==> config.mk <==
export PLATFORM = sky130hd
export DESIGN_NAME = cct_two_channel_led_mixer_unit_flat
export DESIGN_NICKNAME = d
export VERILOG_FILES = /design/src/cmx_pkg.sv /design/src/cmx_in_if.sv /design/src/cmx_out_if.sv /design/src/cmx_mul.sv /design/src/cmx_div.sv /design/src/cct_two_channel_led_mixer_unit.sv /design/src/flat_wrapper.sv
export SDC_FILE = /design/constraint.sdc
export NUM_CORES = 1
export LEC_CHECK = 0
export BUFFER_PORTS_ARGS = -buffer_cell sky130_fd_sc_hd__buf_2
export CORE_MARGIN = 8
export CORE_UTILIZATION = 55
export DETAILED_ROUTE_END_ITERATION = 12
export PLACE_DENSITY = 0.8
export RECOVER_POWER = 25
export SLEW_MARGIN = 20
export SYNTH_ARGS = -nofsm -noshare
export SYNTH_HDL_FRONTEND = slang
export SYNTH_SLANG_ARGS = --single-unit
==> constraint.sdc <==
create_clock -name i_clk -period 6.5 [get_ports i_clk]
set_clock_uncertainty 0.15 [all_clocks]
set_input_delay 0.325 -clock i_clk [delete_from_list [all_inputs] [get_ports i_clk]]
set_output_delay 0.325 -clock i_clk [all_outputs]
set_load 0.02 [all_outputs]
==> src/cmx_pkg.sv <==
// ----------------------------------------------------------------------------
// cmx_pkg - shared types and constants of the two-channel LED mixer
// Field widths, register indexes and the status/command words that pass
// between the sequencer and its bit-serial arithmetic units.
// ----------------------------------------------------------------------------
package cmx_pkg;

    localparam int KELVIN_W = 16;
    localparam int MARGIN_W = 10;
    localparam int DUTY_W   = 16;
    localparam int CFG_W    = 16;
    localparam int CFG_IDX_W = 2;
    localparam int DIV_W    = 32;
    localparam int STEP_W   = 5;
    localparam int GAMMA_DIVISOR = 20;

    localparam logic [CFG_IDX_W-1:0] CFG_WARM_KELVIN = 2'd0;
    localparam logic [CFG_IDX_W-1:0] CFG_COLD_KELVIN = 2'd1;
    localparam logic [CFG_IDX_W-1:0] CFG_SNAP_MARGIN = 2'd2;
    localparam logic [CFG_IDX_W-1:0] CFG_PWM_FULL    = 2'd3;

    localparam logic [KELVIN_W-1:0] RST_WARM_KELVIN = 16'd2700;
    localparam logic [KELVIN_W-1:0] RST_COLD_KELVIN = 16'd6500;
    localparam logic [MARGIN_W-1:0] RST_SNAP_MARGIN = 10'd75;
    localparam logic [DUTY_W-1:0]   RST_PWM_FULL    = 16'd1023;

    typedef struct packed {
        logic busy;
        logic done;
    } t_unit_sts;

    typedef struct packed {
        logic              start;
        logic [STEP_W-1:0] steps;
    } t_div_cmd;

endpackage

==> src/cmx_in_if.sv <==
// ----------------------------------------------------------------------------
// cmx_in_if - request channel of the LED mixer
// Carries on/off, the requested level and the colour temperature of one word.
// ----------------------------------------------------------------------------
interface cmx_in_if #(
    parameter int FRAC_BITS = 16
);
    logic                         valid;
    logic                         ready;
    logic                         light_on;
    logic [FRAC_BITS:0]           level;
    logic [cmx_pkg::KELVIN_W-1:0] color_temp;

    modport source (output valid, output light_on, output level, output color_temp,
                    input ready);
    modport sink   (input valid, input light_on, input level, input color_temp,
                    output ready);
endinterface

==> src/cmx_out_if.sv <==
// ----------------------------------------------------------------------------
// cmx_out_if - duty channel of the LED mixer
// Carries the warm and cold PWM duties and the rejected-level flag.
// ----------------------------------------------------------------------------
interface cmx_out_if;
    logic                       valid;
    logic                       ready;
    logic [cmx_pkg::DUTY_W-1:0] warm_duty;
    logic [cmx_pkg::DUTY_W-1:0] cold_duty;
    logic                       level_rejected;

    modport source (output valid, output warm_duty, output cold_duty,
                    output level_rejected, input ready);
    modport sink   (input valid, input warm_duty, input cold_duty,
                    input level_rejected, output ready);
endinterface

==> src/cmx_mul.sv <==
// ----------------------------------------------------------------------------
// cmx_mul - bit-serial shift-add multiplier
// One multiplier bit per cycle, LSB first.
// ----------------------------------------------------------------------------
module cmx_mul #(
    parameter int MW = 17
) (
    input  logic                i_clk,
    input  logic                i_rst_n,
    input  logic                i_start,
    input  logic [MW-1:0]       i_a,
    input  logic [MW-1:0]       i_b,
    output cmx_pkg::t_unit_sts  o_sts,
    output logic [2*MW-1:0]     o_prod
);
    localparam int CW = $clog2(MW + 1);

    logic [2*MW-1:0] r_p;
    logic [MW-1:0]   r_a;
    logic [CW-1:0]   r_cnt;
    logic            r_done;
    logic [MW:0]     sum;

    // add the multiplicand into the upper half when the current bit is set
    assign sum = {1'b0, r_p[2*MW-1:MW]} + (r_p[0] ? {1'b0, r_a} : {(MW+1){1'b0}});

    always_ff @(posedge i_clk) begin
        if (!i_rst_n) begin
            r_cnt  <= '0;
            r_done <= 1'b0;
        end else begin
            r_done <= (r_cnt == CW'(1));
            if (i_start) begin
                r_cnt <= CW'(MW);
            end else if (r_cnt != '0) begin
                r_cnt <= r_cnt - CW'(1);
            end
        end
    end

    always_ff @(posedge i_clk) begin
        if (i_start) begin
            r_a <= i_a;
            r_p <= {{MW{1'b0}}, i_b};
        end else if (r_cnt != '0) begin
            r_p <= {sum, r_p[MW-1:1]};
        end
    end

    assign o_sts.busy = (r_cnt != '0);
    assign o_sts.done = r_done;
    assign o_prod     = r_p;
endmodule

==> src/cmx_div.sv <==
// ----------------------------------------------------------------------------
// cmx_div - bit-serial restoring divider
// Shifts one dividend bit into the partial remainder per cycle and yields
// one quotient bit per cycle. The starting remainder must be below the divisor.
// ----------------------------------------------------------------------------
module cmx_div #(
    parameter int LOW = 19
) (
    input  logic                            i_clk,
    input  logic                            i_rst_n,
    input  cmx_pkg::t_div_cmd               i_cmd,
    input  logic [cmx_pkg::DIV_W-1:0]       i_rem_init,
    input  logic [LOW-1:0]                  i_lo,
    input  logic [cmx_pkg::DIV_W-1:0]       i_divisor,
    output cmx_pkg::t_unit_sts              o_sts,
    output logic [LOW-1:0]                  o_quot
);
    localparam int DW = cmx_pkg::DIV_W;
    localparam int SW = cmx_pkg::STEP_W;

    logic [DW-1:0] r_rem;
    logic [DW-1:0] r_div;
    logic [LOW-1:0] r_lo;
    logic [LOW-1:0] r_quot;
    logic [SW-1:0] r_cnt;
    logic          r_done;
    logic [DW:0]   rem2;
    logic [DW:0]   diff;
    logic          ge;

    assign rem2 = {r_rem, r_lo[LOW-1]};
    assign diff = rem2 - {1'b0, r_div};
    assign ge   = (rem2 >= {1'b0, r_div});

    always_ff @(posedge i_clk) begin
        if (!i_rst_n) begin
            r_cnt  <= '0;
            r_done <= 1'b0;
        end else begin
            r_done <= (r_cnt == SW'(1));
            if (i_cmd.start) begin
                r_cnt <= i_cmd.steps;
            end else if (r_cnt != '0) begin
                r_cnt <= r_cnt - SW'(1);
            end
        end
    end

    always_ff @(posedge i_clk) begin
        if (i_cmd.start) begin
            r_rem  <= i_rem_init;
            r_div  <= i_divisor;
            r_lo   <= i_lo;
            r_quot <= '0;
        end else if (r_cnt != '0) begin
            // subtract where it fits, otherwise keep the shifted remainder
            r_rem  <= ge ? diff[DW-1:0] : rem2[DW-1:0];
            r_lo   <= {r_lo[LOW-2:0], 1'b0};
            r_quot <= {r_quot[LOW-2:0], ge};
        end
    end

    assign o_sts.busy = (r_cnt != '0);
    assign o_sts.done = r_done;
    assign o_quot     = r_quot;
endmodule

==> src/cct_two_channel_led_mixer_unit.sv <==
// ----------------------------------------------------------------------------
// cct_two_channel_led_mixer_unit - tunable-white warm/cold LED duty mixer
// Applies a gamma curve to the requested level, forms the mired-mix cold
// share and scales both channel shares into PWM duties.
// ----------------------------------------------------------------------------
// One request word is taken at a time and gives one duty word. All products
// and quotients run through a single bit-serial multiplier of
// MW = max(FRAC_BITS+1, 16) bits and a bit-serial divider, each about one bit
// per cycle. With the lamp off the level is still squared or scaled by 0.15,
// unless it is rejected. A full mix takes seven products and one quotient with
// a squared level and six products and two quotients with a scaled one; a
// snapped share skips the quotient and two of the products. A new request is
// taken as soon as the duty word of the previous one sits in the output
// register, even if it has not yet been taken.
module cct_two_channel_led_mixer_unit #(
    parameter int FRAC_BITS = 16
) (
    input  logic                                i_clk,
    input  logic                                i_rst_n,
    input  logic                                i_cfg_we,
    input  logic [cmx_pkg::CFG_IDX_W-1:0]       i_cfg_idx,
    input  logic [cmx_pkg::CFG_W-1:0]           i_cfg_data,
    cmx_in_if.sink                              i_in,
    cmx_out_if.source                           o_out
);
    localparam int LW  = FRAC_BITS + 1;
    localparam int MW  = (FRAC_BITS + 1 > 16) ? FRAC_BITS + 1 : 16;
    localparam int DLW = FRAC_BITS + 3;
    localparam int GW  = FRAC_BITS + 6;
    localparam int KW  = cmx_pkg::KELVIN_W;
    localparam int DW  = cmx_pkg::DIV_W;
    localparam int SW  = cmx_pkg::STEP_W;
    localparam int UW  = cmx_pkg::DUTY_W;

    localparam logic [LW-1:0] ONE       = {1'b1, {FRAC_BITS{1'b0}}};
    localparam logic [GW-1:0] THREE_ONE = GW'(3) << FRAC_BITS;

    localparam logic [3:0] ST_IDLE   = 4'd0;
    localparam logic [3:0] ST_GAM    = 4'd1;
    localparam logic [3:0] ST_GAM_MW = 4'd2;
    localparam logic [3:0] ST_GAM_DW = 4'd3;
    localparam logic [3:0] ST_SHARE  = 4'd4;
    localparam logic [3:0] ST_NUM_W  = 4'd5;
    localparam logic [3:0] ST_DEN    = 4'd6;
    localparam logic [3:0] ST_DEN_W  = 4'd7;
    localparam logic [3:0] ST_QUO    = 4'd8;
    localparam logic [3:0] ST_QUO_W  = 4'd9;
    localparam logic [3:0] ST_DA     = 4'd10;
    localparam logic [3:0] ST_DA_W   = 4'd11;
    localparam logic [3:0] ST_DB     = 4'd12;
    localparam logic [3:0] ST_DB_W   = 4'd13;
    localparam logic [3:0] ST_OUT    = 4'd14;

    // configuration
    logic [KW-1:0]                r_warm_k;
    logic [KW-1:0]                r_cold_k;
    logic [cmx_pkg::MARGIN_W-1:0] r_margin;
    logic [UW-1:0]                r_pwm_full;

    // sequencer and datapath
    logic [3:0]      r_state;
    logic            r_on;
    logic [LW-1:0]   r_level;
    logic [KW-1:0]   r_ct;
    logic            r_rejected;
    logic [LW-1:0]   r_kept;
    logic [LW-1:0]   r_share;
    logic [2*KW-1:0] r_num;
    logic [2*KW-1:0] r_den;
    logic [LW-1:0]   r_scaled;
    logic            r_chan;
    logic [UW-1:0]   r_warm_duty;
    logic [UW-1:0]   r_cold_duty;

    // output register
    logic            r_out_valid;
    logic [UW-1:0]   r_out_warm;
    logic [UW-1:0]   r_out_cold;
    logic            r_out_rej;

    // arithmetic units
    logic               mul_start;
    logic [MW-1:0]      mul_a;
    logic [MW-1:0]      mul_b;
    cmx_pkg::t_unit_sts mul_sts;
    logic [2*MW-1:0]    mul_prod;
    cmx_pkg::t_div_cmd  div_cmd;
    logic [DW-1:0]      div_rem;
    logic [DLW-1:0]     div_lo;
    logic [DW-1:0]      div_den;
    cmx_pkg::t_unit_sts div_sts;
    logic [DLW-1:0]     div_quot;

    logic [GW-1:0]   level_x20;
    logic [DLW-1:0]  level_x3;
    logic            gamma_square;
    logic [KW:0]     warm_plus_m;
    logic [KW:0]     ct_plus_m;
    logic [LW-1:0]   chan_share;
    logic            out_free;

    assign level_x20    = (GW'(r_level) << 4) + (GW'(r_level) << 2);
    assign level_x3     = (DLW'(r_level) << 1) + DLW'(r_level);
    assign gamma_square = (level_x20 > THREE_ONE);
    assign warm_plus_m  = {1'b0, r_warm_k} + (KW+1)'(r_margin);
    assign ct_plus_m    = {1'b0, r_ct} + (KW+1)'(r_margin);
    assign chan_share   = r_chan ? r_share : (ONE - r_share);
    assign out_free     = !r_out_valid || o_out.ready;

    cmx_mul #(.MW(MW)) u_mul (
        .i_clk   (i_clk),
        .i_rst_n (i_rst_n),
        .i_start (mul_start),
        .i_a     (mul_a),
        .i_b     (mul_b),
        .o_sts   (mul_sts),
        .o_prod  (mul_prod)
    );

    cmx_div #(.LOW(DLW)) u_div (
        .i_clk      (i_clk),
        .i_rst_n    (i_rst_n),
        .i_cmd      (div_cmd),
        .i_rem_init (div_rem),
        .i_lo       (div_lo),
        .i_divisor  (div_den),
        .o_sts      (div_sts),
        .o_quot     (div_quot)
    );

    // operand selection for the shared units
    always_comb begin
        mul_start     = 1'b0;
        mul_a         = MW'(r_level);
        mul_b         = MW'(r_level);
        div_cmd.start = 1'b0;
        div_cmd.steps = SW'(DLW);
        div_rem       = '0;
        div_lo        = level_x3;
        div_den       = DW'(cmx_pkg::GAMMA_DIVISOR);
        case (r_state)
            ST_GAM: begin
                mul_start     = !r_rejected && gamma_square;
                div_cmd.start = !r_rejected && !gamma_square;
            end
            ST_SHARE: begin
                mul_start = r_on && (r_cold_k > r_warm_k)
                            && ({1'b0, r_ct} > warm_plus_m)
                            && (ct_plus_m < {1'b0, r_cold_k});
                mul_a     = MW'(r_cold_k);
                mul_b     = MW'(r_ct - r_warm_k);
            end
            ST_DEN: begin
                mul_start = 1'b1;
                mul_a     = MW'(r_ct);
                mul_b     = MW'(r_cold_k - r_warm_k);
            end
            ST_QUO: begin
                div_cmd.start = (r_num < r_den);
                div_cmd.steps = SW'(FRAC_BITS);
                div_rem       = DW'(r_num);
                div_lo        = '0;
                div_den       = DW'(r_den);
            end
            ST_DA: begin
                mul_start = 1'b1;
                mul_a     = MW'(chan_share);
                mul_b     = MW'(r_kept);
            end
            ST_DB: begin
                mul_start = 1'b1;
                mul_a     = MW'(r_scaled);
                mul_b     = MW'(r_pwm_full);
            end
            default: begin
            end
        endcase
    end

    always_ff @(posedge i_clk) begin
        if (!i_rst_n) begin
            r_warm_k   <= cmx_pkg::RST_WARM_KELVIN;
            r_cold_k   <= cmx_pkg::RST_COLD_KELVIN;
            r_margin   <= cmx_pkg::RST_SNAP_MARGIN;
            r_pwm_full <= cmx_pkg::RST_PWM_FULL;
        end else if (i_cfg_we) begin
            case (i_cfg_idx)
                cmx_pkg::CFG_WARM_KELVIN: r_warm_k   <= i_cfg_data;
                cmx_pkg::CFG_COLD_KELVIN: r_cold_k   <= i_cfg_data;
                cmx_pkg::CFG_SNAP_MARGIN: r_margin   <= i_cfg_data[cmx_pkg::MARGIN_W-1:0];
                cmx_pkg::CFG_PWM_FULL:    r_pwm_full <= i_cfg_data;
                default: begin
                end
            endcase
        end
    end

    always_ff @(posedge i_clk) begin
        if (!i_rst_n) begin
            r_state     <= ST_IDLE;
            r_kept      <= '0;
            r_out_valid <= 1'b0;
        end else begin
            if (r_state == ST_OUT && out_free) begin
                r_out_valid <= 1'b1;
            end else if (o_out.ready) begin
                r_out_valid <= 1'b0;
            end
            case (r_state)
                ST_IDLE: begin
                    if (i_in.valid) begin
                        r_state <= ST_GAM;
                    end
                end
                ST_GAM: begin
                    if (r_rejected) begin
                        r_state <= ST_SHARE;
                    end else if (gamma_square) begin
                        r_state <= ST_GAM_MW;
                    end else begin
                        r_state <= ST_GAM_DW;
                    end
                end
                ST_GAM_MW: begin
                    if (mul_sts.done) begin
                        r_kept  <= mul_prod[FRAC_BITS +: LW];
                        r_state <= ST_SHARE;
                    end
                end
                ST_GAM_DW: begin
                    if (div_sts.done) begin
                        r_kept  <= div_quot[LW-1:0];
                        r_state <= ST_SHARE;
                    end
                end
                ST_SHARE: begin
                    if (!r_on) begin
                        r_state <= ST_OUT;
                    end else if (mul_start) begin
                        r_state <= ST_NUM_W;
                    end else begin
                        r_state <= ST_DA;
                    end
                end
                ST_NUM_W: begin
                    if (mul_sts.done) begin
                        r_state <= ST_DEN;
                    end
                end
                ST_DEN: begin
                    r_state <= ST_DEN_W;
                end
                ST_DEN_W: begin
                    if (mul_sts.done) begin
                        r_state <= ST_QUO;
                    end
                end
                ST_QUO: begin
                    r_state <= div_cmd.start ? ST_QUO_W : ST_DA;
                end
                ST_QUO_W: begin
                    if (div_sts.done) begin
                        r_state <= ST_DA;
                    end
                end
                ST_DA: begin
                    r_state <= ST_DA_W;
                end
                ST_DA_W: begin
                    if (mul_sts.done) begin
                        r_state <= ST_DB;
                    end
                end
                ST_DB: begin
                    r_state <= ST_DB_W;
                end
                ST_DB_W: begin
                    if (mul_sts.done) begin
                        r_state <= r_chan ? ST_OUT : ST_DA;
                    end
                end
                ST_OUT: begin
                    // hold until the output register is free
                    if (out_free) begin
                        r_state <= ST_IDLE;
                    end
                end
                default: begin
                    r_state <= ST_IDLE;
                end
            endcase
        end
    end

    always_ff @(posedge i_clk) begin
        case (r_state)
            ST_IDLE: begin
                r_on        <= i_in.light_on;
                r_level     <= i_in.level;
                r_ct        <= i_in.color_temp;
                r_rejected  <= i_in.level[FRAC_BITS] && (|i_in.level[FRAC_BITS-1:0]);
                r_chan      <= 1'b0;
                r_warm_duty <= '0;
                r_cold_duty <= '0;
            end
            ST_SHARE: begin
                // snap to one channel near or beyond either LED temperature, or to warm if cold <= warm
                if (r_cold_k <= r_warm_k || {1'b0, r_ct} <= warm_plus_m) begin
                    r_share <= '0;
                end else begin
                    r_share <= ONE;
                end
            end
            ST_NUM_W: begin
                if (mul_sts.done) begin
                    r_num <= mul_prod[2*KW-1:0];
                end
            end
            ST_DEN_W: begin
                if (mul_sts.done) begin
                    r_den <= mul_prod[2*KW-1:0];
                end
            end
            ST_QUO: begin
                if (!div_cmd.start) begin
                    r_share <= ONE;
                end
            end
            ST_QUO_W: begin
                if (div_sts.done) begin
                    r_share <= {1'b0, div_quot[FRAC_BITS-1:0]};
                end
            end
            ST_DA_W: begin
                if (mul_sts.done) begin
                    r_scaled <= mul_prod[FRAC_BITS +: LW];
                end
            end
            ST_DB_W: begin
                if (mul_sts.done) begin
                    if (r_chan) begin
                        r_cold_duty <= mul_prod[FRAC_BITS +: UW];
                    end else begin
                        r_warm_duty <= mul_prod[FRAC_BITS +: UW];
                    end
                    r_chan <= 1'b1;
                end
            end
            ST_OUT: begin
                if (out_free) begin
                    r_out_warm <= r_warm_duty;
                    r_out_cold <= r_cold_duty;
                    r_out_rej  <= r_rejected;
                end
            end
            default: begin
            end
        endcase
    end

    assign i_in.ready           = (r_state == ST_IDLE);
    assign o_out.valid          = r_out_valid;
    assign o_out.warm_duty      = r_out_warm;
    assign o_out.cold_duty      = r_out_cold;
    assign o_out.level_rejected = r_out_rej;

    a_idle_units_quiet: assert property (@(posedge i_clk) disable iff (!i_rst_n)
        (r_state == ST_IDLE) |-> (!mul_sts.busy && !div_sts.busy))
        else $error("arithmetic unit busy while idle");

    a_mul_done_expected: assert property (@(posedge i_clk) disable iff (!i_rst_n)
        mul_sts.done |-> (r_state == ST_GAM_MW || r_state == ST_NUM_W
                          || r_state == ST_DEN_W || r_state == ST_DA_W
                          || r_state == ST_DB_W))
        else $error("multiplier finished outside a wait state");

    a_kept_in_range: assert property (@(posedge i_clk) disable iff (!i_rst_n)
        r_kept <= ONE)
        else $error("kept brightness above full scale");

    a_out_loaded_when_free: assert property (@(posedge i_clk) disable iff (!i_rst_n)
        (r_state == ST_OUT && !out_free) |=> (r_state == ST_OUT))
        else $error("left output state while the output register was full");
endmodule

==> src/flat_wrapper.sv <==
// flat-port wrapper written by rule: the top's interface ports become plain ports
module cct_two_channel_led_mixer_unit_flat 
#(
    parameter int FRAC_BITS = 16
)
  (i_clk, i_rst_n, i_cfg_we, i_cfg_idx, i_cfg_data, i_in_valid, i_in_light_on, i_in_level, i_in_color_temp, i_in_ready, o_out_valid, o_out_warm_duty, o_out_cold_duty, o_out_level_rejected, o_out_ready);
  cmx_in_if #(.FRAC_BITS(FRAC_BITS)) i_in_i ();
  cmx_out_if o_out_i ();
  input  logic i_clk;
  input  logic i_rst_n;
  input  logic i_cfg_we;
  input  logic [cmx_pkg::CFG_IDX_W-1:0] i_cfg_idx;
  input  logic [cmx_pkg::CFG_W-1:0] i_cfg_data;
  input wire logic [$bits(i_in_i.valid)-1:0] i_in_valid;
  input wire logic [$bits(i_in_i.light_on)-1:0] i_in_light_on;
  input wire logic [$bits(i_in_i.level)-1:0] i_in_level;
  input wire logic [$bits(i_in_i.color_temp)-1:0] i_in_color_temp;
  output wire logic [$bits(i_in_i.ready)-1:0] i_in_ready;
  output wire logic [$bits(o_out_i.valid)-1:0] o_out_valid;
  output wire logic [$bits(o_out_i.warm_duty)-1:0] o_out_warm_duty;
  output wire logic [$bits(o_out_i.cold_duty)-1:0] o_out_cold_duty;
  output wire logic [$bits(o_out_i.level_rejected)-1:0] o_out_level_rejected;
  input wire logic [$bits(o_out_i.ready)-1:0] o_out_ready;
  assign i_in_i.valid = i_in_valid;
  assign i_in_i.light_on = i_in_light_on;
  assign i_in_i.level = i_in_level;
  assign i_in_i.color_temp = i_in_color_temp;
  assign i_in_ready = i_in_i.ready;
  assign o_out_valid = o_out_i.valid;
  assign o_out_warm_duty = o_out_i.warm_duty;
  assign o_out_cold_duty = o_out_i.cold_duty;
  assign o_out_level_rejected = o_out_i.level_rejected;
  assign o_out_i.ready = o_out_ready;
  cct_two_channel_led_mixer_unit #(.FRAC_BITS(FRAC_BITS)) u_core (.i_clk(i_clk), .i_rst_n(i_rst_n), .i_cfg_we(i_cfg_we), .i_cfg_idx(i_cfg_idx), .i_cfg_data(i_cfg_data), .i_in(i_in_i), .o_out(o_out_i));
endmodule
Word-level counts from Yosys, hierarchy flattened
Index checks and enable logic that the tools add are counted.
Widths: inputs -> output; s select.
Cells by class
  bitwise operators: 1
  divide/modulo/power cells: 0
  muxes and demuxes: 53
  reduce and logical (&&, ||, !) cells: 39
  $lt $le $gt $ge: 8
  multipliers: 0
  add/sub/neg operators: 11
  shift-type cells: 0
  eq/ne operators: 31
Operators with widths (number)
  $mux 17: 9
  $pmux 17 s4: 2
  $mux 32: 4
  $mux 16: 4
  $pmux 16 s2: 2
  $pmux 4 s15: 1
  $mux 19: 3
  $pmux 17 s3: 1
  $mux 4: 12
  $add 16x10->17: 2
  $pmux 17 s2: 1
  $sub 16x16->17: 2
  $ge 33x32->1: 1
  $lt 32x32->1: 1
  $sub 32x32->32: 1
  $eq 4x4->1 const B: 7
  $add 21x19->22: 1
  $gt 22x18->1 const B: 1
  $mux 5: 4
  $ne 2x2->1 const B: 10
  $add 18x17->19: 1
  $add 17x17->18: 1
  $reduce_and 2->1: 9
  $gt 16x17->1: 1
  other kinds (32): 62
Word-level totals
  output and inout bits: 35
  register bits after elaboration: 442
  input bits: 57
  bits in latches: 0
  memories: 0
  memory bits (writable): 0
  ROM bits: 0

Logic depth before layout (Yosys ltp)
  word-level depth: 8
  depth in mapped cells: 22

By module
A second synthesis with hierarchy kept.
Second synthesis, totals
  cells, all modules: 2647
  area, all modules: 26427.8 um2
By module, submodules not included
  cct_two_channel_led_mixer_unit: instances 1, cells an instance 1724, area each 16996.3 um2
  cmx_div: instances 1, cells an instance 621, area each 6311.1 um2
  cmx_mul: instances 1, cells an instance 302, area each 3120.5 um2

Worst setup path before layout
Ideal clock, no wire load.
  path kind: register -> register
  start point: reg u_core.r_ct[1]
  end point: reg u_core.u_mul.r_p[0], in the netlist u_core.u_mul.o_prod[0] (enable)
  path slack: 1.662 ns
  data arrival time: 4.352 ns
  cell stages (with the launch flop): 19
  period minus slack after synthesis: 4.838 ns
  path through: edfxtp_1 ha_1 a21o_1 a21oi_1 o21bai_1 a21oi_1 o21ai_0 a21oi_1 o21ai_1 or4b_2 nand3_1 ha_1 nor2b_1 nor4b_1 o221ai_1 o21ai_1 a21o_4 buf_6 or2_2
Between the ends
  longest elaborated chain between the ends: 5
  elaborated cells between the ends (all ways): 7
  those cells by class: 1 x add/sub; 2 x order compare; 1 x mux; 3 x reduce/logical
Ends and longest elaborated chain
  start, declared: line cct_two_channel_led_mixer_unit.sv:64  | logic [KW-1:0] r_ct;
  start signal, assigned: line cct_two_channel_led_mixer_unit.sv:300  | r_ct <= i_in.color_temp;
  $add 16x10->17 or $gt 16x17->1 (tied branches): line cct_two_channel_led_mixer_unit.sv:106, cct_two_channel_led_mixer_unit.sv:148
  $lt 17x16->1 or $logic_and 1x1->1 (tied branches): line cct_two_channel_led_mixer_unit.sv:149, cct_two_channel_led_mixer_unit.sv:148
  $logic_and 1x1->1 (*): line cct_two_channel_led_mixer_unit.sv:149  | && (ct_plus_m < {1'b0, r_cold_k});
  $pmux 1 s3 (*): line cct_two_channel_led_mixer_unit.sv:141  | case (r_state)
  $reduce_bool 2->1 (no line) (*)
  end signal, assigned: line cmx_mul.sv:44  | r_p <= {{MW{1'b0}}, i_b};
  end signal, assigned: line cmx_mul.sv:46  | r_p <= {sum, r_p[MW-1:1]};
  end, declared: line cmx_mul.sv:18  | logic [2*MW-1:0] r_p;
Mark *: on every way between the ends. The rest lies on a longest branch, timed or not.
A chain may end at the register's enable or synchronous reset.

Worst setup path in the final report
  start point: reg u_core.r_ct[1]
  end point: reg u_core.u_mul.r_p[5], in the netlist u_core.u_mul.o_prod[5] (enable)
The elaborated chain is that of the path after synthesis.

==> metrics.txt <==
# TYPE chip_impl_metric gauge
chip_impl_info{name="post_synth_main_area_contributors",value="sky130_fd_sc_hd__edfxtp_1 37%, sky130_fd_sc_hd__ha_1 9.9%, sky130_fd_sc_hd__dfxtp_1 9.8%"} 1
chip_impl_info{name="outcome",value="finished with violations"} 1
chip_impl_metric{name="floorplan.die.width",unit="µm"} 232
chip_impl_metric{name="start_util",unit="%"} 55.4
chip_impl_metric{name="chip_height",unit="µm"} 232
chip_impl_metric{name="number_of_global_route_vias_before_repair",unit=""} 20500
chip_impl_metric{name="mappedNetlistNets",unit=""} 2835
chip_impl_metric{name="clock_insertion_delay_worst_skew",unit="ns"} 0.62
chip_impl_metric{name="post-route-cell-area",unit="mm²"} 0.0289
chip_impl_metric{name="detailroute.via_count",unit=""} 21000
chip_impl_metric{name="antenna_cells",unit=""} 0
chip_impl_metric{name="setup_tns",unit="ns"} 0
chip_impl_metric{name="syn_area_per_cell",unit="µm²"} 10.0
chip_impl_metric{name="cts_max_level",unit=""} 2
chip_impl_metric{name="timing_worst_slew_pin_value",unit="ns"} 2.20
chip_impl_metric{name="power_report.internal_total",unit="W"} 0.00889
chip_impl_metric{name="wl_per_cell",unit="µm"} 22.8
chip_impl_metric{name="placedInstanceArea",unit="mm²"} 0.0268
chip_impl_metric{name="num_rows",unit=""} 79
chip_impl_metric{name="ctsResizeCount",unit=""} 0
chip_impl_metric{name="drt_pass1_iterations",unit=""} 9
chip_impl_metric{name="ys_seq_area_share",unit="%"} 46.8
chip_impl_info{name="netlist.top_cell.by_area",value="sky130_fd_sc_hd__edfxtp_1"} 1
chip_impl_metric{name="io_buffers",unit=""} 91
chip_impl_metric{name="slew_headroom",unit="%"} -46.3
chip_impl_info{name="failed_checks",value="capacitance limit, slew limit"} 1
chip_impl_metric{name="post_synth_instance_area",unit="mm²"} 0.0257
chip_impl_info{name="tritoncts_clock_tree",value="done"} 1
chip_impl_metric{name="finalSetupViolations",unit=""} 0
chip_impl_info{name="worst-setup-path-type",value="reg -> reg"} 1
chip_impl_metric{name="worst_ir_drop_vdd",unit="mV"} 0.333
chip_impl_metric{name="globalRoute.totalOverflow",unit=""} 0
chip_impl_info{name="most_frequent_standard_cell_in_the_layout_excluding_fill_and_tap_cells",value="sky130_fd_sc_hd__edfxtp_1"} 1
chip_impl_metric{name="area_growth_syn_to_layout",unit="%"} 12.4
chip_impl_metric{name="report.power.total",unit="W"} 0.0157
chip_impl_metric{name="grt_start_max_net_pins",unit=""} 61
chip_impl_metric{name="numCtsBuffers",unit=""} 48
chip_impl_metric{name="core_region_area",unit="mm²"} 0.0464
chip_impl_metric{name="cts.sinks",unit=""} 442
chip_impl_metric{name="fillerInstances",unit=""} 3610
chip_impl_metric{name="hold_violations",unit=""} 0
chip_impl_metric{name="worstPathMaxFanout",unit=""} 57
chip_impl_metric{name="final-max-slew-violation-count",unit=""} 36
chip_impl_metric{name="postCtsSetupBuffers",unit=""} 0
chip_impl_metric{name="worstPathRequired",unit="ns"} 6.61
chip_impl_metric{name="ys_seq_elements",unit=""} 442
chip_impl_info{name="highest_count_cells_in_the_layout_ignoring_fill_and_taps",value="316 x sky130_fd_sc_hd__edfxtp_1, 287 x sky130_fd_sc_hd__nand2_1, 204 x sky130_fd_sc_hd__ha_1"} 1
chip_impl_metric{name="power.density_cell_area",unit="mW/mm²"} 543
chip_impl_metric{name="layout-drive-gt1-share",unit="%"} 8.51
chip_impl_metric{name="routed_via_density",unit=""} 6.30
chip_impl_metric{name="grt.total_usage",unit="%"} 27.3
chip_impl_metric{name="wl",unit="mm"} 75.8
chip_impl_metric{name="nets",unit=""} 2955
chip_impl_metric{name="cts_buffer_depth",unit=""} 3
chip_impl_metric{name="antenna_violating_nets_post_route",unit=""} 0
chip_impl_info{name="cp-end-kind",value="register"} 1
chip_impl_metric{name="design.die.area",unit="mm²"} 0.0539
chip_impl_metric{name="initial_drc_count",unit=""} 2437
chip_impl_metric{name="layout_worst_path_cycle_share",unit="%"} 87.1
chip_impl_metric{name="final_core_util",unit="%"} 62.3
chip_impl_metric{name="combinationalPowerShare",unit="%"} 49.0
chip_impl_metric{name="wirelength_met1",unit="mm"} 30.0
chip_impl_info{name="hold_path.class",value="in -> reg"} 1
chip_impl_metric{name="number_of_antenna_violations_at_the_first_check_in_global_routing",unit=""} 0
chip_impl_metric{name="power_switching",unit="W"} 0.00679
chip_impl_info{name="rsz0062_at_grt",value="false"} 1
chip_impl_metric{name="cts.clk_slew.worst_paths",unit="ns"} 0.06
chip_impl_info{name="setup.worst_path.start_class",value="register"} 1
chip_impl_metric{name="max_capacitance_violation_count",unit=""} 1
chip_impl_metric{name="yosysWarningCount",unit=""} 0
chip_impl_metric{name="gpl_wtd_cong",unit=""} 0.981
chip_impl_metric{name="min_period",unit="ns"} 5.66
chip_impl_metric{name="synth.top_cell.area_share",unit="%"} 36.9
chip_impl_metric{name="io-pin-count",unit=""} 92
chip_impl_info{name="highest_routed_metal_layer",value="met4"} 1
chip_impl_metric{name="met3RoutedLength",unit="mm"} 6.80
chip_impl_metric{name="synth_cell_types",unit=""} 85
chip_impl_metric{name="multi_input_area",unit="mm²"} 0.0127
chip_impl_metric{name="dpl.hpwl",unit="mm"} 54.7
chip_impl_metric{name="register_area",unit="mm²"} 0.0120
chip_impl_metric{name="p_leak",unit="nW"} 11.3
chip_impl_metric{name="cp_data_arrival_time",unit="ns"} 5.77
chip_impl_metric{name="remaining_drc_errors",unit=""} 0
chip_impl_metric{name="ys_async_sr_fraction",unit="%"} 0
chip_impl_info{name="cts.root.buffer_cell",value="sky130_fd_sc_hd__clkbuf_16"} 1
chip_impl_info{name="dominantRegCellSynth",value="sky130_fd_sc_hd__edfxtp_1"} 1
chip_impl_metric{name="synth_edf_count",unit=""} 316
chip_impl_metric{name="sequential_share_of_power",unit="%"} 33.4
chip_impl_metric{name="netlist_instances",unit=""} 2566
chip_impl_metric{name="met2_length",unit="mm"} 35.1
chip_impl_metric{name="fmax",unit="MHz"} 177
chip_impl_metric{name="power_switching_share",unit="%"} 43.3
chip_impl_metric{name="global_route_wire_length_before_repair",unit="mm"} 116
chip_impl_metric{name="pwr-share-clk",unit="%"} 17.6
[final timing paths]
path,end,slack (ns),depth (start not counted),startpoint
hold / removal,u_core.r_warm_k[8],0.13,4,i_cfg_idx[0]
setup / recovery,u_core.u_mul.o_prod[5],0.84,18,u_core.r_ct[1]
hold reg to reg,u_core.o_out.cold_duty[14],0.27,0,u_core.r_cold_duty[14]
setup reg to reg,u_core.u_mul.o_prod[5],0.84,18,u_core.r_ct[1]
[layout make-up]
type                            instances  share of cell area, %
Tap cell                              607                   2.63
Inverter                              164                   2.13
Multi-Input combinational cell       1861                   44.1
Clock buffer                           61                   4.47
Sequential cell                       442                   41.6
Timing Repair Buffer                  169                   3.95
Clock inverter                         29                   1.08
[cell usage after synthesis (all sizes together), types with 16 or more instances]
cell and n:
o21ai 118, o21bai 16, and3 21, nor3 62, dfxtp 126, nand3b 18, o31ai 18, ha 204
edfxtp 316, a222oi 28, nand3 59, o21a 26, a21oi 181, xor2 38, nand2b 25, nand2 288
clkbuf 80, a211oi 48, mux2i 32, a21o 41, nor2 183, and2 65, buf 19, nor2b 21
nand4 19, o211ai 45, xnor2 84, a31oi 27, inv 164
[worst max-delay path, cell delays in order (launching register included)]
cell	delay (ns)
sky130_fd_sc_hd__edfxtp_1	0.52
sky130_fd_sc_hd__ha_1	0.35
sky130_fd_sc_hd__a21o_1	0.16
sky130_fd_sc_hd__a21oi_1	0.22
sky130_fd_sc_hd__o21bai_1	0.09
sky130_fd_sc_hd__a21oi_1	0.22
sky130_fd_sc_hd__o21ai_0	0.12
sky130_fd_sc_hd__a21oi_1	0.24
sky130_fd_sc_hd__o21ai_1	0.21
sky130_fd_sc_hd__or4b_2	0.64
sky130_fd_sc_hd__nand3_1	0.10
sky130_fd_sc_hd__ha_1	0.25
sky130_fd_sc_hd__nor2b_1	0.14
sky130_fd_sc_hd__nor4b_1	0.30
sky130_fd_sc_hd__o221ai_1	0.19
sky130_fd_sc_hd__o21ai_1	0.16
sky130_fd_sc_hd__buf_4	0.20
sky130_fd_sc_hd__a21o_4	0.57
sky130_fd_sc_hd__or2_2	0.48
[layer usage]
| metal | GRT usage [%] | up-vias |
|---|---|---|
| met1 | 34.1 | 9986 |
| met4 | 13.7 | 0 |
| met3 | 5.46 | 236 |
| met5 | 0 | - |
| li1 | - | 9707 |
| met2 | 44.8 | 1073 |
[cell families after synthesis]
family	Yosys count	share of synthesized area (%)
xor+xnor	122	4.16
simple gates	823	15.3
mux	43	1.83
fa+ha+maj	212	10.6
buf+inv	263	4.01
flops	442	46.8
compound gates	661	17.4
[through the flow]
stage | setup slack (ns) | instances | hold WS, ns
4_1_cts | 0.861 | 3333 | 0.00314
5_1_grt | 0.500 | 3333 | 0.171
6_report | 0.841 | 3333 | 0.125
3_3_place_gp | 0.995 | 3192 | 0.252
2_1_floorplan | 1.66 | 2566 | 0.250
3_5_place_dp | 0.897 | 3192 | 0.255
[state kept, by name, indices dropped and copies added, names as in the netlist, 5 cells and up]
name                    cells
u_core.u_mul.o_prod        34
u_core.u_div.r_lo          19
u_core.r_level             17
u_core.r_cold_duty         16
u_core.u_mul.r_a           17
u_core.r_scaled            17
u_core.u_div.o_quot        17
u_core.u_div.r_div         32
u_core.r_margin            10
u_core.r_num               32
u_core.u_div.r_rem         32
u_core.r_warm_k            16
u_core.o_out.warm_duty     16
u_core.r_pwm_full          16
u_core.r_cold_k            16
u_core.u_div.r_cnt          5
u_core.r_warm_duty         16
u_core.o_out.cold_duty     16
u_core.r_den               32
u_core.r_ct                16
u_core.r_kept              17
u_core.u_mul.r_cnt          5
u_core.r_share             17
[what timing repair did]
action	CTS	global route
setup endpoints to repair	0	0
hold buffers	51	0
hold endpoints to repair	94	0
[power by group through the flow]
| stage | logic (W) | clock network, W | registers [W] |
|---|---|---|---|
| final | 0.00768 | 0.00277 | 0.00524 |
| after global routing | 0.00838 | 0.00289 | 0.00528 |
| after CTS | 0.00752 | 0.00278 | 0.00519 |
| after detailed placement | 0.00741 | 0 | 0.00524 |
| after global placement | 0.00715 | 0 | 0.00520 |
| after floorplan | 0.00574 | 0 | 0.00473 |
Note: power is estimated with default switching activity, not from simulation.
